**src/design/mssr_pkg.sv**
```systemverilog
package mssr_pkg;

  localparam int FULL_SCALE = 1023;

  localparam int DUTY_W = 10;
  localparam int REQ_W  = 11;
  localparam int CFG_IDX_W = 2;
  localparam int MODE_CODE_W = 2;

  // largest duty the duty fields and the full scale both allow
  localparam logic [DUTY_W-1:0] DUTY_MAX =
    DUTY_W'((FULL_SCALE < 1023) ? FULL_SCALE : 1023);

  localparam logic [DUTY_W-1:0] DEADBAND_RST  = 10'd0;
  localparam logic [DUTY_W-1:0] RAMP_STEP_RST = 10'd64;
  localparam logic [DUTY_W-1:0] LOCK_RST      = 10'd80;

  typedef logic [DUTY_W-1:0] duty_t;

  typedef enum logic [1:0] {
    OP_TICK   = 2'd0,
    OP_SET    = 2'd1,
    OP_STOP   = 2'd2,
    OP_UNUSED = 2'd3
  } opcode_t;

  typedef enum logic [CFG_IDX_W-1:0] {
    CFG_DEADBAND  = 2'd0,
    CFG_RAMP_STEP = 2'd1,
    CFG_LOCK      = 2'd2,
    CFG_NONE      = 2'd3
  } cfg_idx_t;

  typedef enum logic [2:0] {
    MODE_STOPPED = 3'b001,
    MODE_RAMP    = 3'b010,
    MODE_RUN     = 3'b100
  } mode_t;

  localparam logic [MODE_CODE_W-1:0] CODE_STOPPED = 2'd0;
  localparam logic [MODE_CODE_W-1:0] CODE_RAMP    = 2'd1;
  localparam logic [MODE_CODE_W-1:0] CODE_RUN     = 2'd2;

  typedef struct packed {
    duty_t deadband;
    duty_t ramp_step;
    duty_t lock_level;
  } cfg_t;

  typedef struct packed {
    duty_t                  forward_duty;
    duty_t                  reverse_duty;
    logic [MODE_CODE_W-1:0] drive_mode;
    logic                   request_refused;
  } result_t;

endpackage

```
**src/design/mssr_in_if.sv**
```systemverilog
interface mssr_in_if;
  logic                                 valid;
  logic                                 ready;
  logic [1:0]                           opcode;
  logic signed [mssr_pkg::REQ_W-1:0]    duty_request;

  modport source (output valid, output opcode, output duty_request, input ready);
  modport sink (input valid, input opcode, input duty_request, output ready);
endinterface

```
**src/design/mssr_out_if.sv**
```systemverilog
interface mssr_out_if;
  logic                                 valid;
  logic                                 ready;
  logic [mssr_pkg::DUTY_W-1:0]          forward_duty;
  logic [mssr_pkg::DUTY_W-1:0]          reverse_duty;
  logic [mssr_pkg::MODE_CODE_W-1:0]     drive_mode;
  logic                                 request_refused;

  modport source (output valid, output forward_duty, output reverse_duty,
                  output drive_mode, output request_refused, input ready);
  modport sink (input valid, input forward_duty, input reverse_duty,
                input drive_mode, input request_refused, output ready);
endinterface

```
**src/design/mssr_cfg_if.sv**
```systemverilog
interface mssr_cfg_if;
  logic                                 valid;
  logic                                 ready;
  logic [mssr_pkg::CFG_IDX_W-1:0]       index;
  logic [mssr_pkg::DUTY_W-1:0]          data;

  modport source (output valid, output index, output data, input ready);
  modport sink (input valid, input index, input data, output ready);
endinterface

```
**src/design/mssr_cfg_regs.sv**
```systemverilog
module mssr_cfg_regs (
  input  logic                             clk,
  input  logic                             rst_n,
  input  logic                             wr_en,
  input  logic [mssr_pkg::CFG_IDX_W-1:0]   wr_index,
  input  logic [mssr_pkg::DUTY_W-1:0]      wr_data,
  output mssr_pkg::cfg_t                   cfg
);
  import mssr_pkg::*;

  cfg_t cfg_r;
  cfg_t cfg_nxt;

  always_comb begin
    cfg_nxt = cfg_r;
    if (wr_en) begin
      case (cfg_idx_t'(wr_index))
        CFG_DEADBAND:  cfg_nxt.deadband   = wr_data;
        CFG_RAMP_STEP: cfg_nxt.ramp_step  = wr_data;
        CFG_LOCK:      cfg_nxt.lock_level = wr_data;
        default:       cfg_nxt = cfg_r;  // drop writes past the last register
      endcase
    end
  end

  always_ff @(posedge clk) begin
    if (!rst_n) begin
      cfg_r.deadband   <= DEADBAND_RST;
      cfg_r.ramp_step  <= RAMP_STEP_RST;
      cfg_r.lock_level <= LOCK_RST;
    end else begin
      cfg_r <= cfg_nxt;
    end
  end

  assign cfg = cfg_r;

endmodule

```
**src/design/mssr_ctrl.sv**
```systemverilog
module mssr_ctrl (
  input  logic                                clk,
  input  logic                                rst_n,
  input  logic                                step_en,
  input  logic [1:0]                          opcode,
  input  logic signed [mssr_pkg::REQ_W-1:0]   duty_request,
  input  mssr_pkg::cfg_t                      cfg,
  output mssr_pkg::result_t                   result
);
  import mssr_pkg::*;

  mode_t mode_r, mode_nxt;
  duty_t cur_r, cur_nxt;
  duty_t target_r, target_nxt;
  logic  dir_fwd_r, dir_fwd_nxt;
  duty_t pin_fwd_r, pin_fwd_nxt;
  duty_t pin_rev_r, pin_rev_nxt;
  logic  refused;

  duty_t             step;
  logic [DUTY_W:0]   ramp_sum;
  logic              req_fwd;
  logic [REQ_W-1:0]  mag_raw;
  duty_t             mag;
  logic              drive;

  assign step     = (cfg.ramp_step == '0) ? DUTY_W'(1) : cfg.ramp_step;
  assign ramp_sum = {1'b0, cur_r} + {1'b0, step};
  assign req_fwd  = !duty_request[REQ_W-1];
  assign mag_raw  = req_fwd ? REQ_W'(duty_request) : REQ_W'(-duty_request);
  assign mag      = (mag_raw > {1'b0, DUTY_MAX}) ? DUTY_MAX : mag_raw[DUTY_W-1:0];

  always_comb begin
    mode_nxt    = mode_r;
    cur_nxt     = cur_r;
    target_nxt  = target_r;
    dir_fwd_nxt = dir_fwd_r;
    refused     = 1'b0;
    drive       = 1'b0;
    case (opcode_t'(opcode))
      OP_TICK: begin
        drive = 1'b1;
        if (target_r < cfg.deadband) begin
          cur_nxt  = '0;
          mode_nxt = MODE_STOPPED;
        end else begin
          case (mode_r)
            MODE_STOPPED: begin
              mode_nxt = MODE_RAMP;
              cur_nxt  = '0;
            end
            MODE_RAMP: begin
              if (ramp_sum >= {1'b0, target_r}) begin
                cur_nxt  = target_r;
                mode_nxt = MODE_RUN;
              end else begin
                cur_nxt = ramp_sum[DUTY_W-1:0];
              end
            end
            default: cur_nxt = target_r;
          endcase
        end
      end
      OP_SET: begin
        if (req_fwd != dir_fwd_r && cur_r > cfg.lock_level) begin
          refused = 1'b1;
        end else begin
          dir_fwd_nxt = req_fwd;
          target_nxt  = mag;
          if (mag < cfg.deadband) begin
            mode_nxt = MODE_STOPPED;
          end else if (mode_r == MODE_STOPPED) begin
            mode_nxt = MODE_RAMP;
          end
        end
      end
      OP_STOP: begin
        drive      = 1'b1;
        target_nxt = '0;
        cur_nxt    = '0;
        mode_nxt   = MODE_STOPPED;
      end
      default: refused = 1'b0;
    endcase
  end

  // pins follow the updated state on tick and stop only
  always_comb begin
    pin_fwd_nxt = pin_fwd_r;
    pin_rev_nxt = pin_rev_r;
    if (drive) begin
      if (mode_nxt == MODE_STOPPED) begin
        pin_fwd_nxt = '0;
        pin_rev_nxt = '0;
      end else if (dir_fwd_nxt) begin
        pin_fwd_nxt = cur_nxt;
        pin_rev_nxt = '0;
      end else begin
        pin_fwd_nxt = '0;
        pin_rev_nxt = cur_nxt;
      end
    end
  end

  always_ff @(posedge clk) begin
    if (!rst_n) begin
      mode_r    <= MODE_STOPPED;
      cur_r     <= '0;
      target_r  <= '0;
      dir_fwd_r <= 1'b1;
      pin_fwd_r <= '0;
      pin_rev_r <= '0;
    end else if (step_en) begin
      mode_r    <= mode_nxt;
      cur_r     <= cur_nxt;
      target_r  <= target_nxt;
      dir_fwd_r <= dir_fwd_nxt;
      pin_fwd_r <= pin_fwd_nxt;
      pin_rev_r <= pin_rev_nxt;
    end
  end

  always_comb begin
    result.forward_duty    = pin_fwd_nxt;
    result.reverse_duty    = pin_rev_nxt;
    result.request_refused = refused;
    case (mode_nxt)
      MODE_RAMP: result.drive_mode = CODE_RAMP;
      MODE_RUN:  result.drive_mode = CODE_RUN;
      default:   result.drive_mode = CODE_STOPPED;
    endcase
  end

  a_pins_exclusive: assert property (@(posedge clk) disable iff (!rst_n)
    pin_fwd_r == '0 || pin_rev_r == '0)
    else $error("both bridge pins driven");

  a_stop_clears: assert property (@(posedge clk) disable iff (!rst_n)
    step_en && opcode == OP_STOP |=> cur_r == '0 && target_r == '0 && mode_r == MODE_STOPPED)
    else $error("hard stop left state behind");

  a_refuse_holds: assert property (@(posedge clk) disable iff (!rst_n)
    step_en && refused |=> $stable(target_r) && $stable(dir_fwd_r) && $stable(mode_r))
    else $error("refused request changed state");

  a_refuse_only_set: assert property (@(posedge clk) disable iff (!rst_n)
    refused |-> opcode == OP_SET)
    else $error("refusal on a non set-duty word");

endmodule

```
**src/design/motor_soft_start_ramp_core.sv**
```systemverilog
// channel  dir  carries                                         handshake
// in_s     in   opcode, duty_request                            valid/ready
// out_s    out  forward_duty, reverse_duty, drive_mode, refused valid/ready
// cfg_s    in   index, data (deadband, ramp_step, lock level)   valid/ready, ready always 1
//
// One word per cycle sustained while out_s.ready stays high; an accepted word goes into
// the input register, then through the state update and into the result register.
// Synchronous active-low reset: mode stopped, duties zero, direction forward,
// registers at 0 / 64 / 80, both channel registers empty.
// A stalled result holds the input register; in_s.ready drops only when both
// stages are full and the result is not taken.
module motor_soft_start_ramp_core (
  input  logic clk,
  input  logic rst_n,
  mssr_in_if.sink    in_s,
  mssr_out_if.source out_s,
  mssr_cfg_if.sink   cfg_s
);
  import mssr_pkg::*;

  logic                     in_valid_r;
  logic [1:0]               opcode_r;
  logic signed [REQ_W-1:0]  duty_req_r;
  logic                     out_valid_r;
  result_t                  out_r;
  result_t                  result;
  cfg_t                     cfg;
  logic                     advance;
  logic                     in_take;

  assign advance  = in_valid_r && (!out_valid_r || out_s.ready);
  assign in_take  = in_s.valid && in_s.ready;
  assign in_s.ready  = !in_valid_r || advance;
  assign cfg_s.ready = 1'b1;

  mssr_cfg_regs u_cfg (
    .clk      (clk),
    .rst_n    (rst_n),
    .wr_en    (cfg_s.valid),
    .wr_index (cfg_s.index),
    .wr_data  (cfg_s.data),
    .cfg      (cfg)
  );

  mssr_ctrl u_ctrl (
    .clk          (clk),
    .rst_n        (rst_n),
    .step_en      (advance),
    .opcode       (opcode_r),
    .duty_request (duty_req_r),
    .cfg          (cfg),
    .result       (result)
  );

  always_ff @(posedge clk) begin
    if (!rst_n) begin
      in_valid_r  <= 1'b0;
      out_valid_r <= 1'b0;
    end else begin
      if (in_take) begin
        in_valid_r <= 1'b1;
      end else if (advance) begin
        in_valid_r <= 1'b0;
      end
      if (advance) begin
        out_valid_r <= 1'b1;
      end else if (out_s.ready) begin
        out_valid_r <= 1'b0;
      end
    end
  end

  // payload registers: load on accept, hold otherwise
  always_ff @(posedge clk) begin
    if (in_take) begin
      opcode_r   <= in_s.opcode;
      duty_req_r <= in_s.duty_request;
    end
    if (advance) begin
      out_r <= result;
    end
  end

  assign out_s.valid           = out_valid_r;
  assign out_s.forward_duty    = out_r.forward_duty;
  assign out_s.reverse_duty    = out_r.reverse_duty;
  assign out_s.drive_mode      = out_r.drive_mode;
  assign out_s.request_refused = out_r.request_refused;

  a_hold_pending: assert property (@(posedge clk) disable iff (!rst_n)
    in_valid_r && !advance |=> in_valid_r && $stable(opcode_r) && $stable(duty_req_r))
    else $error("pending word lost");

  a_advance_fills: assert property (@(posedge clk) disable iff (!rst_n)
    advance |=> out_valid_r)
    else $error("result register not loaded");

  a_full_blocks: assert property (@(posedge clk) disable iff (!rst_n)
    in_valid_r && out_valid_r && !out_s.ready |-> !in_s.ready)
    else $error("word taken with both stages full");

endmodule
```
**src/flat_wrapper.sv**
```systemverilog
// flat-port wrapper written by rule: the top's interface ports become plain ports
module motor_soft_start_ramp_core_flat import mssr_pkg::*;
  (clk, rst_n, in_s_valid, in_s_opcode, in_s_duty_request, in_s_ready, out_s_valid, out_s_forward_duty, out_s_reverse_duty, out_s_drive_mode, out_s_request_refused, out_s_ready, cfg_s_valid, cfg_s_index, cfg_s_data, cfg_s_ready);
  mssr_in_if in_s_i ();
  mssr_out_if out_s_i ();
  mssr_cfg_if cfg_s_i ();
  input  logic clk;
  input  logic rst_n;
  input wire logic [$bits(in_s_i.valid)-1:0] in_s_valid;
  input wire logic [$bits(in_s_i.opcode)-1:0] in_s_opcode;
  input wire logic [$bits(in_s_i.duty_request)-1:0] in_s_duty_request;
  output wire logic [$bits(in_s_i.ready)-1:0] in_s_ready;
  output wire logic [$bits(out_s_i.valid)-1:0] out_s_valid;
  output wire logic [$bits(out_s_i.forward_duty)-1:0] out_s_forward_duty;
  output wire logic [$bits(out_s_i.reverse_duty)-1:0] out_s_reverse_duty;
  output wire logic [$bits(out_s_i.drive_mode)-1:0] out_s_drive_mode;
  output wire logic [$bits(out_s_i.request_refused)-1:0] out_s_request_refused;
  input wire logic [$bits(out_s_i.ready)-1:0] out_s_ready;
  input wire logic [$bits(cfg_s_i.valid)-1:0] cfg_s_valid;
  input wire logic [$bits(cfg_s_i.index)-1:0] cfg_s_index;
  input wire logic [$bits(cfg_s_i.data)-1:0] cfg_s_data;
  output wire logic [$bits(cfg_s_i.ready)-1:0] cfg_s_ready;
  assign in_s_i.valid = in_s_valid;
  assign in_s_i.opcode = in_s_opcode;
  assign in_s_i.duty_request = in_s_duty_request;
  assign in_s_ready = in_s_i.ready;
  assign out_s_valid = out_s_i.valid;
  assign out_s_forward_duty = out_s_i.forward_duty;
  assign out_s_reverse_duty = out_s_i.reverse_duty;
  assign out_s_drive_mode = out_s_i.drive_mode;
  assign out_s_request_refused = out_s_i.request_refused;
  assign out_s_i.ready = out_s_ready;
  assign cfg_s_i.valid = cfg_s_valid;
  assign cfg_s_i.index = cfg_s_index;
  assign cfg_s_i.data = cfg_s_data;
  assign cfg_s_ready = cfg_s_i.ready;
  motor_soft_start_ramp_core u_core (.clk(clk), .rst_n(rst_n), .in_s(in_s_i), .out_s(out_s_i), .cfg_s(cfg_s_i));
endmodule
```
**config.mk**
```make
export PLATFORM = sky130hd
export DESIGN_NAME = motor_soft_start_ramp_core_flat
export DESIGN_NICKNAME = d
export VERILOG_FILES = /design/src/design/mssr_pkg.sv /design/src/design/mssr_in_if.sv /design/src/design/mssr_out_if.sv /design/src/design/mssr_cfg_if.sv /design/src/design/mssr_cfg_regs.sv /design/src/design/mssr_ctrl.sv /design/src/design/motor_soft_start_ramp_core.sv /design/src/flat_wrapper.sv
export SDC_FILE = /design/constraint.sdc
export NUM_CORES = 1
export LEC_CHECK = 0
export CAP_MARGIN = 0
export CORE_AREA = 3 3 106 108
export DETAILED_ROUTE_END_ITERATION = 12
export DIE_AREA = 0 0 109 111
export DONT_BUFFER_PORTS = 1
export GPL_TIMING_DRIVEN = 0
export HOLD_SLACK_MARGIN = 0.06
export PLACE_DENSITY = 0.85
export SYNTH_ARGS = -nofsm -noshare
export SYNTH_HDL_FRONTEND = slang
export SYNTH_HIERARCHICAL = 1
export SYNTH_SLANG_ARGS = --single-unit
```
**constraint.sdc**
```tcl
create_clock -name clk -period 7.5 [get_ports clk]
set_input_delay 0.375 -clock clk [delete_from_list [all_inputs] [get_ports clk]]
set_output_delay 0.375 -clock clk [all_outputs]
set_load 0.05 [all_outputs]
```
==> flow_summary.yaml <==
status:
  run_status: "finished clean"
critical_path:
  slowest_stage_delay_cp_ns: 0.49
  critPathArrivalTime_ns: 4.96
  r2r_cells: 18
  setup.worst_path.start: "u_core/u_cfg/cfg[16]"
  setup_crit_start_kind: "flip-flop"
  timing.critical_path.to: "u_core/out_s.reverse_duty[0]"
  timing.rr.end: "u_core/out_s.reverse_duty[0]"
  worstPathCellList: "nor4_1 -> a31o_2 -> ha_1 -> inv_1 -> fa_1 -> nor2b_1 -> o31a_1 -> or3_1 -> o2111ai_1 -> ha_1 -> a21oi_1 -> o221ai_1 -> a21oi_1 -> o211ai_1 -> clkbuf_1 -> o211a_4 -> a221oi_2 -> o21ai_0"
  reg2reg_from: "u_core/u_cfg/cfg[16]"
  worst-endpoint-required_ns: 7.63
  crit_path_max_fanout: 10
  slowest_stage: "sky130_fd_sc_hd__a221oi_2"
  crit_path_end_kind: "flip-flop"
  path_class: "reg2reg"
  reg2reg_slack_ns: 2.66
sta:
  worst-slew-pin-transition_ns: 1.03
  finalSetupViolations: 0
  fin_worst_hold_slack_ns: 0.0845
  finalHoldViolCount: 0
  clock.fmax_mhz: 207
  timing.final.max_slew_violations: 0
  rsz_0062_raised_after_global_routing: "no"
  slew-limit-headroom_pct: 31.3
  setup_slack_after_layout_ns: 2.66
  layout_worst_path_cycle_share_pct: 64.5
  finalSetupTns_ns: 0
  final_period_minus_worst_setup_slack_ns: 4.84
  clock_skew_ns: 0.0192
synthesis:
  async_flop_share_pct: 0
  ys_ff_latch: 112
  synth_ff_type: "sky130_fd_sc_hd__dfxtp_1"
  synth_largest_area_cell: "sky130_fd_sc_hd__dfxtp_1"
  synthesis.instances: 675
  synth.yosys.warnings: 6
  syn-num-nets: 755
  synth_cell_types: 66
  largest_cells_by_area_after_synthesis: "sky130_fd_sc_hd__dfxtp_1, sky130_fd_sc_hd__edfxtp_1, sky130_fd_sc_hd__ha_1"
  yosysSeqAreaShare_pct: 41.8
  synth_area_um2: 6220
  avgSynthCellArea_um2: 9.22
  synthDominantCellAreaShare_pct: 24.4
  number_of_enable_flip_flop_cells_after_synthesis: 36
grt:
  grt_pass1_wl_um: 24600
  globalRouteOverflowTotal: 0
  first_global_vias: 5056
  track_usage_pct: 25.5
  number_of_antenna_violations_at_the_first_check_in_global_routing: 0
  pin_count_of_the_biggest_net_entering_global_routing: 23
clock_network:
  tritoncts.num_buffers: 9
  clock_tree_from_tritoncts: "built"
  postCtsResizedCells: 0
  cts_hold_buf: 1
  clk_transition_reported_paths_ns: 0.12
  cts.htree.levels: 3
  cts_max_path_buffers: 2
  cts_num_sinks: 112
  worstSkewPairLatency_ns: 0.39
  cts_setup_buffers: 0
  clock_tree.root_cell: "sky130_fd_sc_hd__clkbuf_8"
route:
  post_drt_via_cell_ratio: 6.30
  dr_total_vias: 5249
  avgRoutedWirePerCell_um: 18.0
  detail_route.drc_violations: 0
  postRouteWirelength_um: 15000
  drt.antenna.violating_nets: 0
  initialDrtViolationCount: 426
  first_pass_iters: 8
cells_and_area:
  layout_commonest_cell: "sky130_fd_sc_hd__nand2_1"
  number_of_nets_at_the_end_of_the_flow: 772
  multi_input_area_um2: 3270
  share_of_the_core_filled_with_cells_in_the_final_layout_pct: 64.6
  flow.area_growth_from_synthesis_pct: 7.10
  fillCellCount: 803
  drive_above_1_share_pct: 6.31
  mostFrequentLayoutCells: "sky130_fd_sc_hd__nand2_1, sky130_fd_sc_hd__dfxtp_1, sky130_fd_sc_hd__o21ai_0"
  num_antenna_cells: 0
  seqCellArea_um2: 2600
worst_hold_path:
  hold_path_class: "in2reg"
  holdCritStartpoint: "in_s_duty_request[4]"
floorplanning:
  core_area_um2: 10300
  fp-row-count: 37
  die-width_um: 109
  die_footprint_um2: 12100
  boundaryPins: 56
  fp.dieH_um: 111
  initial_core_util_pct: 60.3
placement:
  detailedPlacementHpwl_um: 11400
  numPortBuffers: 0
  pre_cts_slack_ns: 2.79
  globalplace.congestion: 0.914
job:
  maxCapViolations: 0
power_and_ir_drop:
  static_power_due_to_leakage_nw: 2.55
  irDropWorstVdd_v: 0.000116
  power_density_nw_per_um2: 185
## stage by stage
stage               cells  cell area, um2  total power (W)
floorplan             675            6220         0.000830
global placement      811            6390         0.000867
detailed placement    812            6410         0.000881
CTS                   829            6630          0.00123
global route          833            6670          0.00129
finish                833            6670          0.00123
## power by group
part	switching [W]	internal (W)
registers	0.0000351	0.000647
logic	0.000121	0.0000739
clock network	0.000225	0.000133
## critical path: cells and delay by family (launching register included)
kind                     cells  cell delay [ns]
adder cells (fa/ha/maj)      3             0.91
buffers and inverters        2             0.32
flip-flops                   1             0.36
AND/OR/NAND/NOR              3             0.67
AO/OA/AOI/OAI               10             2.33
## cells in the mapped netlist, types with 8 or more instances
| cell type | count |
|---|---|
| sky130_fd_sc_hd__a211oi_1 | 12 |
| sky130_fd_sc_hd__nand2b_1 | 8 |
| sky130_fd_sc_hd__nor2b_1 | 11 |
| sky130_fd_sc_hd__dfxtp_1 | 76 |
| sky130_fd_sc_hd__a221oi_2 | 8 |
| sky130_fd_sc_hd__a21oi_1 | 43 |
| sky130_fd_sc_hd__nor2_1 | 34 |
| sky130_fd_sc_hd__nand3_1 | 11 |
| sky130_fd_sc_hd__inv_1 | 47 |
| sky130_fd_sc_hd__nand4_1 | 14 |
| sky130_fd_sc_hd__ha_1 | 49 |
| sky130_fd_sc_hd__mux2i_1 | 30 |
| sky130_fd_sc_hd__xnor2_1 | 10 |
| sky130_fd_sc_hd__edfxtp_1 | 36 |
| sky130_fd_sc_hd__o21ai_0 | 60 |
| sky130_fd_sc_hd__nand2_1 | 90 |
| sky130_fd_sc_hd__clkbuf_1 | 27 |
## how the worst min path moves through the flow
stage	cells after the start	slack (ns)	to
final	0	0.08	u_core/duty_req_r[4]
after global routing	0	0.06	u_core/duty_req_r[2]
after CTS	0	0.06	u_core/opcode_r[1]
after detailed placement	1	0.45	u_core/u_ctrl/dir_fwd_r
after global placement	2	0.43	u_core/u_ctrl/pin_fwd_r[7]
after floorplan	2	0.42	u_core/u_ctrl/pin_fwd_r[0]
## registers in the layout (all words and copies together) (netlist names), 2 cells and up
signal,flops
u_core/out_s.forward_duty,10
u_core/u_cfg/cfg,30
u_core/u_ctrl/target_r,10
u_core/duty_req_r,11
u_core/out_s.drive_mode,2
u_core/out_s.reverse_duty,10
u_core/opcode_r,2
u_core/u_ctrl/pin_rev_r,10
u_core/u_ctrl/mode_r,3
u_core/u_ctrl/cur_r,10
u_core/u_ctrl/pin_fwd_r,10
## per-layer routing
layer	routed length, um	up-vias	track usage [%]
met1	5830	2453	31.3
met2	7370	286	43.2
met4	633	0	11.0
met3	1170	59	4.83
li1	-	2451	-
met5	0	-	0
## cells by family (layout without fill, tap and decap cells)
| logic type | after synthesis | after routing | synth area share (%) |
|---|---|---|---|
| XOR/XNOR | 12 | 12 | 1.69 |
| buffers and inverters | 86 | 108 | 5.73 |
| other | 1 | 1 | 0.0602 |
| multiplexers | 30 | 30 | 4.82 |
| adder cells (fa/ha/maj) | 50 | 50 | 10.2 |
| AND/OR/NAND/NOR | 207 | 207 | 16.6 |
| flip-flops | 112 | 112 | 41.8 |
| AO/OA/AOI/OAI | 177 | 177 | 19.2 |
## area by class of cell
type / count / area share (%)
inverter: 47 / 2.65
clock buffer: 9 / 1.86
sequential: 112 / 39.0
multi-input combinational: 477 / 49.0
timing repair buffer: 6 / 0.976
tap: 136 / 2.55
clock inverter: 7 / 1.20
buffer: 39 / 2.70
No activity file was read; power rests on OpenSTA's default activity.
